[src/rtl/bat_pkg.sv]
// shared constants and types for the block average temperature converter
`timescale 1ns / 1ps

package bat_pkg;

	// samples per block, a power of two so the average is a shift
	localparam int SAMPLES = 16;

	localparam int SAMPLE_W = 10;
	localparam int COUNT_W  = 8;
	localparam int SUM_W    = 18;

	// q16 coefficients, but the fahrenheit offset is in 1/256 degree
	localparam int C_GAIN_Q16   = 16106;
	localparam int C_OFFSET_Q16 = 1344327;
	localparam int F_GAIN_Q16   = 117965;
	localparam int F_OFFSET_FIX = 8192;

	localparam int CELSIUS_Q16_W = 25;
	localparam int F_PROD_W      = 34;

	// one finished result
	typedef struct packed {
		logic signed [9:0]  fahrenheit_whole;
		logic signed [8:0]  celsius_whole;
		logic signed [17:0] fahrenheit_fixed;
		logic signed [16:0] celsius_fixed;
		logic [9:0]         average;
	} bat_result_t;

endpackage

[src/rtl/bat_conv.sv]
// pipelined average to celsius and fahrenheit conversion with output register
`timescale 1ns / 1ps

module bat_conv
	import bat_pkg::*;
(
	input  logic                clk,
	input  logic                arst_n,
	input  logic                avg_valid,
	output logic                avg_ready,
	input  logic [SAMPLE_W-1:0] avg,
	output logic                res_valid,
	input  logic                res_ready,
	output bat_result_t         res
);

	logic v_s2, v_s3, v_s4, v_s5;
	logic rdy_s2, rdy_s3, rdy_s4, rdy_s5;

	logic [SAMPLE_W-1:0]                avg_s2, avg_s3, avg_s4;
	logic signed [CELSIUS_Q16_W-1:0]    c16_s2;
	logic signed [16:0]                 cfix_s3, cfix_s4;
	logic signed [F_PROD_W-1:0]         fprod_s4;
	bat_result_t                        res_s5;

	logic [23:0]                        c_mul;
	logic signed [CELSIUS_Q16_W-1:0]    c16;
	logic signed [CELSIUS_Q16_W-1:0]    c_round;
	logic signed [F_PROD_W-1:0]         f_round;
	logic signed [17:0]                 ffix;
	logic signed [16:0]                 c_trunc;
	logic signed [17:0]                 f_trunc;

	// stage handshake: a stage takes a request when empty or draining
	assign rdy_s5    = !v_s5 || res_ready;
	assign rdy_s4    = !v_s4 || rdy_s5;
	assign rdy_s3    = !v_s3 || rdy_s4;
	assign rdy_s2    = !v_s2 || rdy_s3;
	assign avg_ready = rdy_s2;

	// celsius in q16
	assign c_mul = 24'(avg) * 24'(C_GAIN_Q16);
	assign c16   = $signed({1'b0, c_mul}) - CELSIUS_Q16_W'(C_OFFSET_Q16);

	// round to 1/256 degree, ties up
	assign c_round = c16_s2 + CELSIUS_Q16_W'(128);

	// fahrenheit rounding and offset
	assign f_round = fprod_s4 + F_PROD_W'(32768);
	assign ffix    = $signed(f_round[33:16]) + 18'(F_OFFSET_FIX);

	// whole degrees truncated toward zero
	assign c_trunc = cfix_s4[16] ? cfix_s4 + 17'sd255 : cfix_s4;
	assign f_trunc = ffix[17] ? ffix + 18'sd255 : ffix;

	// valid bits
	always_ff @(posedge clk or negedge arst_n) begin
		if (!arst_n) begin
			v_s2 <= 1'b0;
			v_s3 <= 1'b0;
			v_s4 <= 1'b0;
			v_s5 <= 1'b0;
		end else begin
			if (rdy_s2) v_s2 <= avg_valid;
			if (rdy_s3) v_s3 <= v_s2;
			if (rdy_s4) v_s4 <= v_s3;
			if (rdy_s5) v_s5 <= v_s4;
		end
	end

	// payload stages
	always_ff @(posedge clk) begin
		if (rdy_s2) begin
			avg_s2 <= avg;
			c16_s2 <= c16;
		end
		if (rdy_s3) begin
			avg_s3  <= avg_s2;
			cfix_s3 <= c_round[24:8];
		end
		if (rdy_s4) begin
			avg_s4   <= avg_s3;
			cfix_s4  <= cfix_s3;
			fprod_s4 <= F_PROD_W'(cfix_s3) * F_PROD_W'(F_GAIN_Q16);
		end
		if (rdy_s5) begin
			res_s5.average          <= avg_s4;
			res_s5.celsius_fixed    <= cfix_s4;
			res_s5.fahrenheit_fixed <= ffix;
			res_s5.celsius_whole    <= c_trunc[16:8];
			res_s5.fahrenheit_whole <= f_trunc[17:8];
		end
	end

	assign res_valid = v_s5;
	assign res       = res_s5;

endmodule

[src/rtl/block_average_temperature_converter.sv]
// block averaging of adc samples with conversion to celsius and fahrenheit
//
// channel  dir  tdata fields (low bit up)                           tuser/tlast
// s_axis   in   sample[9:0], zero pad to 16                          none
// m_axis   out  average[9:0], celsius_fixed[26:10],                  none
//               fahrenheit_fixed[44:27], celsius_whole[53:45],
//               fahrenheit_whole[63:54]
//
// one sample request is taken every cycle while the output path can move
// a block yields a result only when its average differs from the last stored average
// the conversion path holds four stages: celsius product, rounding,
// fahrenheit product and output register
// a stall on m_axis fills the stages and then drops s_axis_tready
// arst_n clears count, sum, last average and all stage valids
`timescale 1ns / 1ps

module block_average_temperature_converter
	import bat_pkg::*;
(
	input  logic        clk,
	input  logic        arst_n,
	input  logic        s_axis_tvalid,
	output logic        s_axis_tready,
	input  logic [15:0] s_axis_tdata,   // sample[9:0]
	output logic        m_axis_tvalid,
	input  logic        m_axis_tready,
	output logic [63:0] m_axis_tdata    // average, celsius_fixed, fahrenheit_fixed,
	                                    // celsius_whole, fahrenheit_whole
);

	logic [COUNT_W-1:0]  count_q;
	logic [SUM_W-1:0]    sum_q;
	logic [SAMPLE_W-1:0] last_avg_q;
	logic                v_s1;
	logic [SAMPLE_W-1:0] avg_s1;

	logic                in_acc;
	logic                conv_ready;
	logic                block_done;
	logic [SUM_W:0]      block_sum;
	logic [SAMPLE_W-1:0] block_avg;
	logic                emit;
	logic [SAMPLE_W-1:0] sample;
	bat_result_t         res;

	assign sample        = s_axis_tdata[SAMPLE_W-1:0];
	assign s_axis_tready = !v_s1 || conv_ready;
	assign in_acc        = s_axis_tvalid && s_axis_tready;

	// block close and truncated average
	assign block_done = (count_q == COUNT_W'(SAMPLES - 1));
	assign block_sum  = (SUM_W + 1)'(sum_q) + (SUM_W + 1)'(sample);
	assign block_avg  = SAMPLE_W'(block_sum / SAMPLES);
	assign emit       = in_acc && block_done && (block_avg != last_avg_q);

	// running sum, count and last average
	always_ff @(posedge clk or negedge arst_n) begin
		if (!arst_n) begin
			count_q    <= '0;
			sum_q      <= '0;
			last_avg_q <= '0;
		end else if (in_acc) begin
			if (block_done) begin
				count_q <= '0;
				sum_q   <= '0;
				if (emit) last_avg_q <= block_avg;
			end else begin
				count_q <= count_q + 1'b1;
				sum_q   <= block_sum[SUM_W-1:0];
			end
		end
	end

	// new average stage
	always_ff @(posedge clk or negedge arst_n) begin
		if (!arst_n) begin
			v_s1 <= 1'b0;
		end else if (emit) begin
			v_s1 <= 1'b1;
		end else if (conv_ready) begin
			v_s1 <= 1'b0;
		end
	end

	always_ff @(posedge clk) begin
		if (emit) avg_s1 <= block_avg;
	end

	// temperature conversion
	bat_conv u_conv (
		.clk       (clk),
		.arst_n    (arst_n),
		.avg_valid (v_s1),
		.avg_ready (conv_ready),
		.avg       (avg_s1),
		.res_valid (m_axis_tvalid),
		.res_ready (m_axis_tready),
		.res       (res)
	);

	assign m_axis_tdata = res;

	// checks
	a_count_range: assert property (@(posedge clk) disable iff (!arst_n)
		count_q <= COUNT_W'(SAMPLES - 1))
		else $error("sample count past block length");

	a_block_clear: assert property (@(posedge clk) disable iff (!arst_n)
		in_acc && block_done |=> count_q == '0 && sum_q == '0)
		else $error("block close did not clear sum and count");

	a_last_hold: assert property (@(posedge clk) disable iff (!arst_n)
		!in_acc |=> $stable(last_avg_q))
		else $error("last average changed without a sample request");

	a_s1_matches_last: assert property (@(posedge clk) disable iff (!arst_n)
		v_s1 |-> avg_s1 == last_avg_q)
		else $error("pending average differs from stored average");

endmodule

[config.mk]
export PLATFORM = sky130hd
export DESIGN_NAME = block_average_temperature_converter
export DESIGN_NICKNAME = d
export VERILOG_FILES = /design/src/rtl/bat_pkg.sv /design/src/rtl/bat_conv.sv /design/src/rtl/block_average_temperature_converter.sv
export SDC_FILE = /design/constraint.sdc
export NUM_CORES = 1
export LEC_CHECK = 0
export ABC_AREA = 0
export BUFFER_PORTS_ARGS = -buffer_cell sky130_fd_sc_hd__buf_2
export CORE_MARGIN = 3
export CORE_UTILIZATION = 65
export DETAILED_ROUTE_END_ITERATION = 8
export GPL_TIMING_DRIVEN = 0
export PLACE_DENSITY = 0.94
export SETUP_SLACK_MARGIN = 0.05
export SLEW_MARGIN = 0
export SYNTH_ARGS = -nofsm -noshare
export SYNTH_HDL_FRONTEND = slang
export SYNTH_SLANG_ARGS = --single-unit
[constraint.sdc]
create_clock -name clk -period 16.8 [get_ports clk]
set_input_delay 0.84 -clock clk [delete_from_list [all_inputs] [get_ports clk]]
set_output_delay 0.84 -clock clk [all_outputs]
set_load 0.03 [all_outputs]
# Word level (Yosys, flattened, before mapping)
# Cells that the tools add are included.
[totals]
ff_bits = 238
input_bits = 20
out_inout_bits = 66
[classes]
addsub = 8
multipliers = 2
eq_ne = 2
mux = 6
n_reduce_logical = 15
[ops]
columns = ["op", "n"]
rows = [
  ["$add 34x17->34 const B", 1],
  ["$mul 17x18->34 const B", 1],
  ["$add 25x9->25 const B", 1],
  ["$sub 24x21->25 const B", 1],
  ["$mul 10x13->23 const B", 1],
  ["$add 18x10->18", 1],
  ["$add 18x15->18 const B", 1],
  ["$add 18x9->18 const B", 1],
  ["$mux 18", 1],
  ["$add 17x9->17 const B", 1],
  ["$mux 17", 1],
  ["$mux 16", 1],
  ["$ne 10x10->1", 1],
  ["$add 8x1->8 const B", 1],
  ["$eq 8x4->1 const B", 1],
  ["$mux 8", 1],
  ["$logic_not 1->1", 5],
  ["$logic_or 1x1->1", 5],
  ["$logic_and 1x1->1", 3],
  ["$reduce_and 3->1", 1],
  ["$mux 1", 2],
  ["$reduce_bool 2->1", 1],
]

# Depth between registers and ports, before layout
# Gate-level depths: netlist of the first run.
[logic_depth]
word_depth = 10
mapped_depth = 21
ltp_nobuf = 21

# Cells and area by module
# Synthesis of the first run repeated with hierarchy kept, for this count alone.
[hier_totals]
hier_cells = 1408
hier_area_um2 = 16706.0
[by_module_without_submodules]
columns = ["mod", "n_inst", "cells_each", "area_each_um2", "seq_area_each_um2"]
rows = [
  ["bat_conv", 1, 1172, 14141.1, 5054.8],
  ["block_average_temperature_converter", 1, 236, 2565.0, 1126.1],
]

# Least setup slack after synthesis of the first run
# Ideal clock, no wire load.
[synth_timing]
path_kind = "flip-flop to flip-flop"
start = "register avg_s1[1]"
end = "register u_conv.c16_s2[23], data pin"
t_arrival_ns = 5.469
t_required_ns = 16.536
setup_slack_ns = 11.067
stages_incl_launch_ff = 21
synth_period_minus_slack_ns = 5.733
path_cell_list = "edfxtp_1 > ha_1 > inv_1 > fa_1 > inv_1 > fa_1 > fa_1 > inv_1 > fa_1 > inv_1 > ha_1 > buf_2 > a21oi_1 > o21ai_0 > or3_1 > a211o_1 > o41a_4 > o31ai_4 > a21oi_2 > nor3b_2 > xor2_1"
[synth_between]
elab_chain_cells = 2
[synth_lines]
columns = ["element", "line", "rtl"]
rows = [
  ["from (decl)", "block_average_temperature_converter.sv:35", "logic [SAMPLE_W-1:0] avg_s1;"],
  ["from (signal assigned)", "block_average_temperature_converter.sv:86", "if (emit) avg_s1 <= block_avg;"],
  ["$mul 10x13->23", "bat_conv.sv:42", "assign c_mul = 24'(avg) * 24'(C_GAIN_Q16);"],
  ["$sub 24x21->25", "bat_conv.sv:43", "assign c16 = $signed({1'b0, c_mul}) - CELSIUS_Q16_W'(C_OFFSET_Q16);"],
  ["net u_conv.c16[23]", "bat_conv.sv:27", "logic signed [CELSIUS_Q16_W-1:0] c16;"],
  ["to (signal assigned)", "bat_conv.sv:75", "c16_s2 <= c16;"],
  ["to (decl)", "bat_conv.sv:21", "logic signed [CELSIUS_Q16_W-1:0] c16_s2;"],
]
# The timed path passes the listed nets, and every way through them passes these cells.
# A chain may end at the register's enable or synchronous reset.

# Worst setup path after layout of the first run
[layout_timing]
start = "register avg_s1[5]"
end = "register u_conv.c16_s2[24], data pin"
# Same word-level chain as after synthesis.

==> summary.md, run 1 <==
| Metric | Value |
|---|---|
| Fin crit period | `6.34 ns` |
| CTS tree | `built` |
| Maxcap violations | `0` |
| 1st-iter DRT viols | `946` |
| Synth area leaders | `edfxtp_1 32%, fa_1 17%, ha_1 17%, dfrtp_1 5.6%, inv_1 5.3%` |
| Clk root buf | `clkbuf_16` |
| Slowest CP cell | `edfxtp_1` |
| CP max stage delay | `0.58 ns` |
| Max Slew Vio Count | `0` |
| Netlist cell types | `75` |
| Chip width | `165 microns` |
| Count leader, synth | `inv_1` |
| # Post-CTS Setup Buffers | `0` |
| Global-route wire length before repair | `58.7 mm` |
| DRC viols | `0` |
| Arrival time worst endpoint | `6.71 ns` |
| Register area share after synthesis | `37.6%` |
| Mapped Cells | `1398` |
| Syn Area/Cell | `11.8 sq um` |
| Clock buffer depth | `3` |
| Core footprint | `24600 sq um` |
| Yosys top cell area share | `31.9%` |
| Mapped Area | `16500 sq um` |
| Io pins | `86` |
| Peak Freq | `0.158 GHz` |
| CTS clk-pin slew, worst paths | `0.07 ns` |
| Hold Path Class | `input pin to async pin` |
| Crit end category | `flip-flop` |
| RSZ-0062 raised after global routing | `no` |
| Critical Path Fanout Max | `6` |
| Top_reg_cell synth | `edfxtp_1` |
| Clock latency on the worst-skew pair | `0.53 ns` |
| Post-synthesis register bit count | `212` |
| Count of final hold-check violations | `0` |
| Clk sink count | `212` |
| Diode count | `0` |
| Crit start category | `flip-flop` |
| Setup_tns | `0 ns` |
| Layout area overhead | `9.76%` |
| Detailed-route via count | `11200` |
| Initial antenna violation count | `0` |
| Die Area | `27300 sq um` |
| Worst-margin pin slew | `1.29 ns` |
| Row count | `57` |
| CTS buffer count | `23` |
| Synth cell count leaders | `234 x inv_1, 218 x ha_1, 175 x edfxtp_1, 141 x fa_1, 73 x nand2_1` |
| Post-synthesis async set-or-reset flop share | `17.5%` |
| Die height | `165 microns` |
| Tot GR Track Use | `27.3%` |
| EDFF count, synth | `175` |
| Post-DP HPWL | `26.7 mm` |
| Hold Buf Count CTS | `0` |
| Drt first pass iters | `5` |
| Port-buffer cells | `79` |
| Clock skew | `0.0197 ns` |
| Final period util | `37.7%` |
| Vias in the first global route | `11800` |
| CP dominant cell by count | `fa_1` |
| Starting Density | `66.9%` |
| CP Cell Sequence | `inv_1 > fa_1 > inv_1 > fa_1 > fa_1 > fa_1 > inv_1 > fa_1 > inv_1 > ha_1 > nand4_1 > a221oi_1 > o21ai_0 > a21boi_0 > o41a_4 > o31ai_4 > a21oi_2 > nor3b_2 > nor2b_1` |
| Grt ovf | `0` |
| Syn Nets | `1777` |
| Post-CTS sizing | `0` |
| Via density | `6.06` |
| Routed WL | `36.3 mm` |
| Worst EP required | `17.17 ns` |
| Share of layout cells above drive strength 1 | `9.67%` |
| Routability cong. | `0.919` |
| Final ANT Viol Nets | `0` |
| Largest net degree at the start of global routing | `67` |
| Area leader, netlist | `edfxtp_1` |
| Slew margin rel. | `14.1%` |
| Status | `finished clean` |
| Layout net count | `1882` |
| Htree depth | `1` |
| WL/cell | `19.7 microns` |
| Critical path class | `flip-flop to flip-flop` |
| Yosys warns | `0` |
| Final setup violation count | `0` |
[registers in the layout, summed over array words and instances (netlist names), 8 cells and up]
name / count
u_conv.res: 64
count_q: 8
u_conv.c16_s2: 20
avg_s1: 10
sum_q: 14
last_avg_q: 10
u_conv.avg_s2: 8
u_conv.fprod_s4: 21
u_conv.avg_s4: 10
u_conv.avg_s3: 10
u_conv.cfix_s3: 17
u_conv.cfix_s4: 15
[layer usage]
layer | track usage (%) | share of wire [%]
met4 | 9.87 | 3.9
met2 | 48.9 | 52
met5 | 0 | 0
met1 | 33.5 | 38
met3 | 4.07 | 5.8
[worst max-delay path: cells and delay by family, from the launching register on]
kind	cells	cell delay, ns
flip-flops	1	0.58
adder cells (fa/ha/maj)	6	2.84
buffers and inverters	4	0.41
AO/OA/AOI/OAI	6	1.72
AND/OR/NAND/NOR	3	0.63
[kinds of logic after synthesis]
logic type / share of synthesized area, %
compound gates: 8.23
xor+xnor: 6.16
fa+ha+maj: 33.7
buf+inv: 5.63
flops: 37.6
mux: 0.661
simple gates: 8.04
[placed cells by master (no fill, tap or decap), types with 5 or more instances in the layout]
| cell | n |
|---|---|
| a211oi_1 | 8 |
| a21o_1 | 23 |
| a21oi_1 | 43 |
| a22o_1 | 8 |
| a31oi_1 | 6 |
| and2_1 | 9 |
| and3_1 | 10 |
| buf_2 | 82 |
| clkbuf_1 | 8 |
| clkbuf_16 | 26 |
| dfrtp_1 | 37 |
| edfxtp_1 | 175 |
| fa_1 | 141 |
| ha_1 | 218 |
| inv_1 | 233 |
| mux2_1 | 5 |
| nand2_1 | 73 |
| nand2b_1 | 9 |
| nand3_1 | 31 |
| nand4_1 | 18 |
| nor2_1 | 52 |
| nor3_1 | 17 |
| nor4_1 | 5 |
| o211ai_1 | 7 |
| o21a_1 | 10 |
| o21ai_0 | 35 |
| o21bai_1 | 8 |
| or3_1 | 8 |
| xnor2_1 | 72 |
| xor2_1 | 42 |
[through the flow]
stage / instances / utilization [%] / setup slack (ns) / cell area, sq um / hold WS [ns]
6_report: 1844 / 73.4 / 10.46 / 18100 / 0.421
3_3_place_gp: 1801 / 70.2 / 10.70 / 17300 / 0.401
4_1_cts: 1844 / 73.4 / 10.52 / 18100 / 0.422
2_1_floorplan: 1398 / - / 11.07 / 16500 / 0.400
3_5_place_dp: 1802 / 70.3 / 10.50 / 17300 / 0.408
5_1_grt: 1844 / 73.4 / 10.09 / 18100 / 0.424
[final timing paths]
path                                   from                 to  slack, ns  cells after the start
max in group asynchronous            arst_n           sum_q[6]      15.82                      1
hold / removal                       arst_n         count_q[6]       0.42                      1
setup / recovery                  avg_s1[5]  u_conv.c16_s2[24]      10.46                     19
hold reg to reg            u_conv.avg_s4[8]      u_conv.res[8]       0.42                      0
setup reg to reg                  avg_s1[5]  u_conv.c16_s2[24]      10.46                     19
min in group clk           u_conv.avg_s4[8]      u_conv.res[8]       0.42                      0
[final cells by class]
type | instances | area, sq um
Fill cell | 1467 | 6540
Tap cell | 324 | 405
Timing Repair Buffer | 80 | 415
Clock buffer | 30 | 666
Inverter | 235 | 882
Multi-Input combinational cell | 942 | 9360
Sequential cell | 212 | 6180
Clock inverter | 12 | 108
Buffer | 9 | 45.0
Power of run 1 is left out: the tool's default activity adds up to more than one toggle a clock period on the data nets, which glitch-free logic cannot reach.
==> run 2, diff against run 1 <==
Settings changed: CORE_UTILIZATION 65 to 63, PLACE_DENSITY 0.94 to 0.92.
Clock period 16.8 ns to 6.4 ns, I/O delays scaled along.
==> run 2 against run 1 <==
  * Non-clock buffer count grew 7
  * Die area grew 3.1%
  * Cell count grew 0.70%
  * Largest cell class unchanged
==> summary.md, run 2 (synthesis gave the netlist of run 1 again) <==
| Metric | Value |
|---|---|
| Chip width | `168 microns (+1.5%)` |
| Htree depth | `1 (unchanged)` |
| 1st-iter DRT viols | `857 (-9.4%)` |
| Hold path cells | `3` |
| Final setup violation count | `0 (unchanged)` |
| Via density | `5.84 (-3.6%)` |
| Crit start category | `flip-flop` |
| Critical Path Fanout Max | `7 (+1)` |
| DRC viols | `0 (unchanged)` |
| WL/cell | `18.4 microns (-6.6%)` |
| Row count | `58 (+1.8%)` |
| Initial antenna violation count | `0 (unchanged)` |
| Starting Density | `64.8% (-2.1 points)` |
| CTS buffer count | `23 (unchanged)` |
| Fin crit period | `6.18 ns (-0.156 ns)` |
| Largest register FFs | `64 (unchanged)` |
| Port-buffer cells | `79 (unchanged)` |
| Post-DP HPWL | `26.0 mm (-2.9%)` |
| Global-route wire length before repair | `55.6 mm (-5.2%)` |
| Diode count | `0 (unchanged)` |
| CTS clk-pin slew, worst paths | `0.06 ns (about the same)` |
| Vias in the first global route | `11500 (-2.5%)` |
| Share of layout cells above drive strength 1 | `10.3% (+0.61 points)` |
| Tot GR Track Use | `24.1% (-3.1 points)` |
| Peak Freq | `0.162 GHz (+2.5%)` |
| Routability cong. | `0.878 (-4.4%)` |
| Arrival time worst endpoint | `6.45 ns (-0.26 ns)` |
| Largest net degree at the start of global routing | `67 (unchanged)` |
| Layout area overhead | `10.4%` |
| Core footprint | `25400 sq um (+3.2%)` |
| Hold Path Class | `input pin to flip-flop` |
| Fillers | `1594 (+8.7%)` |
| Slew margin rel. | `14.0% (-0.099 points)` |
| Final ANT Viol Nets | `0 (unchanged)` |
| Area occupied by multi-input gates | `9390 sq um (+0.31%)` |
| Crit end category | `flip-flop` |
| Worst R2R Path Depth | `17 (-2)` |
| Maxcap violations | `0 (unchanged)` |
| Most frequent cells in the layout | `233 x inv_1, 218 x ha_1, 175 x edfxtp_1` |
| FF+latch area | `6180 sq um (unchanged)` |
| Final period util | `96.6% (+59 points)` |
| Clock skew | `0.0116 ns (-0.00808 ns)` |
| Clock latency on the worst-skew pair | `0.53 ns (about the same)` |
| Commonest non-fill, non-tap cell in the layout | `inv_1` |
| Die height | `168 microns (+1.5%)` |
| Count of final hold-check violations | `0 (unchanged)` |
| Die Area | `28100 sq um (+3.1%)` |
| Clock buffer depth | `3 (unchanged)` |
| Drt first pass iters | `6 (+1)` |
| Grt ovf | `0 (unchanged)` |
| Setup_tns | `0 ns (unchanged)` |
| Worst EP required | `6.67 ns (-10.50 ns)` |
| Status | `finished clean` |
| Io pins | `86 (unchanged)` |
| CTS tree | `built` |
| Routed WL | `34.2 mm (-5.9%)` |
| Clk root buf | `clkbuf_16` |
| Critical path class | `flip-flop to flip-flop` |
| Layout net count | `1889 (+0.37%)` |
| RSZ-0062 raised after global routing | `no` |
| Worst-margin pin slew | `1.29 ns (+0.00148 ns)` |
| Detailed-route via count | `10900 (-3.0%)` |
| Clk sink count | `212 (unchanged)` |
| Max Slew Vio Count | `0 (unchanged)` |
[run 2: changes by cell type in the layout (fill, tap and decap cells not counted), sizes merged]
cell and change:
buf +6, clkinv +1, dlygate4sd3 +1, bufinv +3, inv -3, clkinvlp -1
[run 2: worst paths after layout]
| kind | start | end | slack, ns |
|---|---|---|---|
| setup reg to reg | avg_s1[2] | u_conv.c16_s2[23] | 0.22 |
| max in group asynchronous | arst_n | sum_q[0] | 5.42 |
| hold / removal | s_axis_tdata[0] | sum_q[0] | 0.15 |
| min in group asynchronous | arst_n | count_q[6] | 0.44 |
| hold reg to reg | u_conv.avg_s4[9] | u_conv.res[9] | 0.42 |
| setup / recovery | avg_s1[2] | u_conv.c16_s2[23] | 0.22 |
[run 2: routing by layer]
| metal | track usage (%) | vias to the layer above | part of all wire, % |
|---|---|---|---|
| met4 | 8.64 | 0 | 3.4 |
| met1 | 29.6 | 5361 | 38 |
| li1 | - | 5045 | - |
| met2 | 43.7 | 362 | 53 |
| met3 | 3.42 | 83 | 5.4 |
| met5 | 0 | - | 0 |
[run 2: repair_timing]
| action | in CTS | in global routing |
|---|---|---|
| gates resized for setup | 0 | 7 |
| setup endpoints to repair | 0 | 10 |
| hold endpoints to repair | 37 | 0 |
| setup buffers | 0 | 6 |
| hold buffers | 1 | 0 |
[run 2: worst max-delay path, cell delays in order (launching register included)]
cell	delay (ns)
edfxtp_1	0.54
fa_2	0.69
fa_1	0.45
fa_1	0.50
fa_1	0.55
inv_1	0.05
fa_1	0.50
inv_1	0.04
ha_1	0.39
nand4_1	0.22
a221oi_2	0.33
o21ai_0	0.15
a21boi_0	0.18
o41a_4	0.57
o31ai_4	0.26
a21oi_2	0.15
nor3b_2	0.26
xor2_1	0.09
[run 2: stage by stage]
stage / hold slack (ns) / area [sq um] / setup slack [ns] / util [%] / cells
finish: 0.154 / 18200 / 0.217 / 71.6 / 1857
global route: 0.162 / 18200 / 0.0278 / 71.6 / 1857
CTS: 0.149 / 18100 / 0.0756 / 71.3 / 1851
detailed placement: 0.405 / 17300 / 0.0907 / 68.1 / 1808
global placement: 0.402 / 17300 / 0.241 / 68.0 / 1807
floorplan: 0.0244 / 16500 / 0.667 / - / 1398
[run 2: area by class of cell]
class	count	share of cell area, %
inverters	235	4.85
repair buffers	87	2.59
well taps	330	2.27
multi-input cells	942	51.7
plain buffers	9	0.248
clock inverters	12	1.00
clock buffers	30	3.37
flip-flops and latches	212	34.0
Power of run 2 is left out for the same reason.
==> run 3, diff against run 2 <==
Settings changed: PLACE_DENSITY 0.92 to 0.8.
==> run 3 against run 2 <==
  * Global-route usage fell by 0.80 points
  * Worst setup slack improved by 0.064 ns
  * Via count fell by 2.7%
  * Non-clock buffer count rose by 6
  * Utilization rose by 0.099 points
  * Wire length fell by 6.1%
  * Largest cell class unchanged
==> summary.md, run 3 (synthesis gave the netlist of run 1 again) <==
| Metric | Value |
|---|---|
| FF-to-FF End | `u_conv.c16_s2[23]` |
| Critical path class | `flip-flop to flip-flop` |
| Peak Freq | `0.163 GHz (+1.0%)` |
| DRC viols | `0 (unchanged)` |
| Vias in the first global route | `10900 (-5.0%)` |
| Clk sink count | `212 (unchanged)` |
| Via density | `5.67 (-3.0%)` |
| Crit end category | `flip-flop` |
| CTS tree | `built` |
| R2R setup slack | `0.28 ns (+0.06 ns)` |
| Count of final hold-check violations | `0 (unchanged)` |
| Worst R2R Path Depth | `20 (+3)` |
| Max Slew Vio Count | `0 (unchanged)` |
| Maxcap violations | `0 (unchanged)` |
| Core footprint | `25400 sq um (unchanged)` |
| Clock buffer depth | `3 (unchanged)` |
| Diode count | `0 (unchanged)` |
| Clock skew | `0.0141 ns (+0.00249 ns)` |
| Htree depth | `1 (unchanged)` |
| Status | `finished clean` |
| Fillers | `1754 (+10%)` |
| Initial antenna violation count | `0 (unchanged)` |
| Setup crit start | `avg_s1[3]` |
| Hold wc startpoint | `s_axis_tdata[0]` |
| Die height | `168 microns (unchanged)` |
| Die Area | `28100 sq um (unchanged)` |
| CP max stage delay | `0.57 ns (-0.12 ns)` |
| FF+latch area | `6180 sq um (unchanged)` |
| Final setup violation count | `0 (unchanged)` |
| Hold endpoint | `sum_q[0]` |
| Clk root buf | `clkbuf_16` |
| Routed WL | `32.1 mm (-6.1%)` |
| Slew margin rel. | `16.4% (+2.4 points)` |
| Layout area overhead | `10.6%` |
| Grt ovf | `0 (unchanged)` |
| Hold Path Class | `input pin to flip-flop` |
| Fin crit period | `6.12 ns (-0.0641 ns)` |
| Critical Path Fanout Max | `9 (+2)` |
| Largest register FFs | `64 (unchanged)` |
| Minimum hold slack | `0.148 ns (-0.00571 ns)` |
| Worst-margin pin slew | `1.25 ns (-0.0358 ns)` |
| Detailed-route via count | `10600 (-2.7%)` |
| CTS buffer count | `23 (unchanged)` |
| Hold path cells | `3 (unchanged)` |
| CP delay by family, top | `adder cells` |
| Setup_tns | `0 ns (unchanged)` |
| Share of layout cells above drive strength 1 | `10.5% (+0.22 points)` |
| RSZ-0062 raised after global routing | `no` |
| CP Cell Sequence | `ha_1 > inv_1 > fa_1 > inv_1 > fa_1 > fa_1 > inv_1 > fa_1 > inv_1 > ha_1 > buf_2 > a21oi_2 > o21ai_0 > or3_1 > a211o_1 > o41a_4 > o31ai_4 > a21oi_2 > nor3b_2 > xor2_1` |
| Chip width | `168 microns (unchanged)` |
| Post-DP HPWL | `25.3 mm (-2.6%)` |
| Global-route wire length before repair | `53.3 mm (-4.1%)` |
| Final period util | `95.6% (-1.0 points)` |
| Area occupied by multi-input gates | `9380 sq um (-0.15%)` |
| 1st-iter DRT viols | `609 (-29%)` |
| Buffers & Inverters on Critical Path | `5 (+3)` |
| Layout net count | `1895 (+0.32%)` |
| Arrival time worst endpoint | `6.38 ns (-0.07 ns)` |
| Tot GR Track Use | `23.3% (-0.80 points)` |
| Final ANT Viol Nets | `0 (unchanged)` |
| Slowest CP cell | `fa_1` |
| Largest net degree at the start of global routing | `67 (unchanged)` |
| Crit start category | `flip-flop` |
| Commonest non-fill, non-tap cell in the layout | `inv_1` |
| Clock latency on the worst-skew pair | `0.53 ns (about the same)` |
| FF-to-FF Start | `avg_s1[3]` |
| Io pins | `86 (unchanged)` |
| Routability cong. | `0.893 (+1.7%)` |
| WL/cell | `17.2 microns (-6.4%)` |
| Starting Density | `64.8% (unchanged)` |
| Drt first pass iters | `5 (-1)` |
| CTS clk-pin slew, worst paths | `0.06 ns (about the same)` |
| Row count | `58 (unchanged)` |
| Most frequent cells in the layout | `232 x inv_1, 218 x ha_1, 175 x edfxtp_1` |
| Port-buffer cells | `79 (unchanged)` |
| Worst EP required | `6.66 ns (about the same)` |
run 3: worst min-delay path: cells and delay by family:
kind,cells,cell delay [ns]
fa+ha+maj,1,0.12
compound gates,1,0.12
buf+inv,1,0.08
run 3: per-stage QoR:
stage	std cells	area, sq um	util, %	worst slack, ns
2_1_floorplan	1398	16500	-	0.667
3_3_place_gp	1807	17300	68.0	0.251
3_5_place_dp	1808	17300	68.1	0.153
4_1_cts	1851	18100	71.2	0.127
5_1_grt	1863	18200	71.7	0.0510
6_report	1863	18200	71.7	0.281
run 3: repair_timing:
action / 4_1_cts / 5_1_grt
endpoints found under the setup margin: 0 / 6
hold buffers: 1 / 0
buffers inserted: 0 / 12
gates resized for setup: 0 / 6
endpoints found under the hold margin: 37 / 0
run 3: per-layer routing:
metal	wire, microns	share of wire [%]	track usage (%)
met5	0	0	0
met4	750	2.3	6.01
met3	1030	3.2	2.57
met2	16900	53	42.9
met1	13400	42	29.6
run 3: how the worst max path moves through the flow:
stage,endpoint,depth (start not counted),slack (ns)
after floorplan,u_conv.c16_s2[23],20,0.67
after global placement,u_conv.c16_s2[23],19,0.25
after detailed placement,u_conv.c16_s2[23],19,0.15
after CTS,u_conv.c16_s2[23],19,0.13
after global routing,u_conv.c16_s2[23],19,0.05
final,u_conv.c16_s2[23],20,0.28
run 3: area by class of cell:
class	instances	area share, %
buffer	9	0.247
timing repair buffer	93	2.83
inverter	235	4.85
multi-input combinational	942	51.5
clock buffer	28	3.26
sequential	212	34.0
tap	330	2.27
clock inverter	14	1.07
Power of run 3 is left out for the same reason.
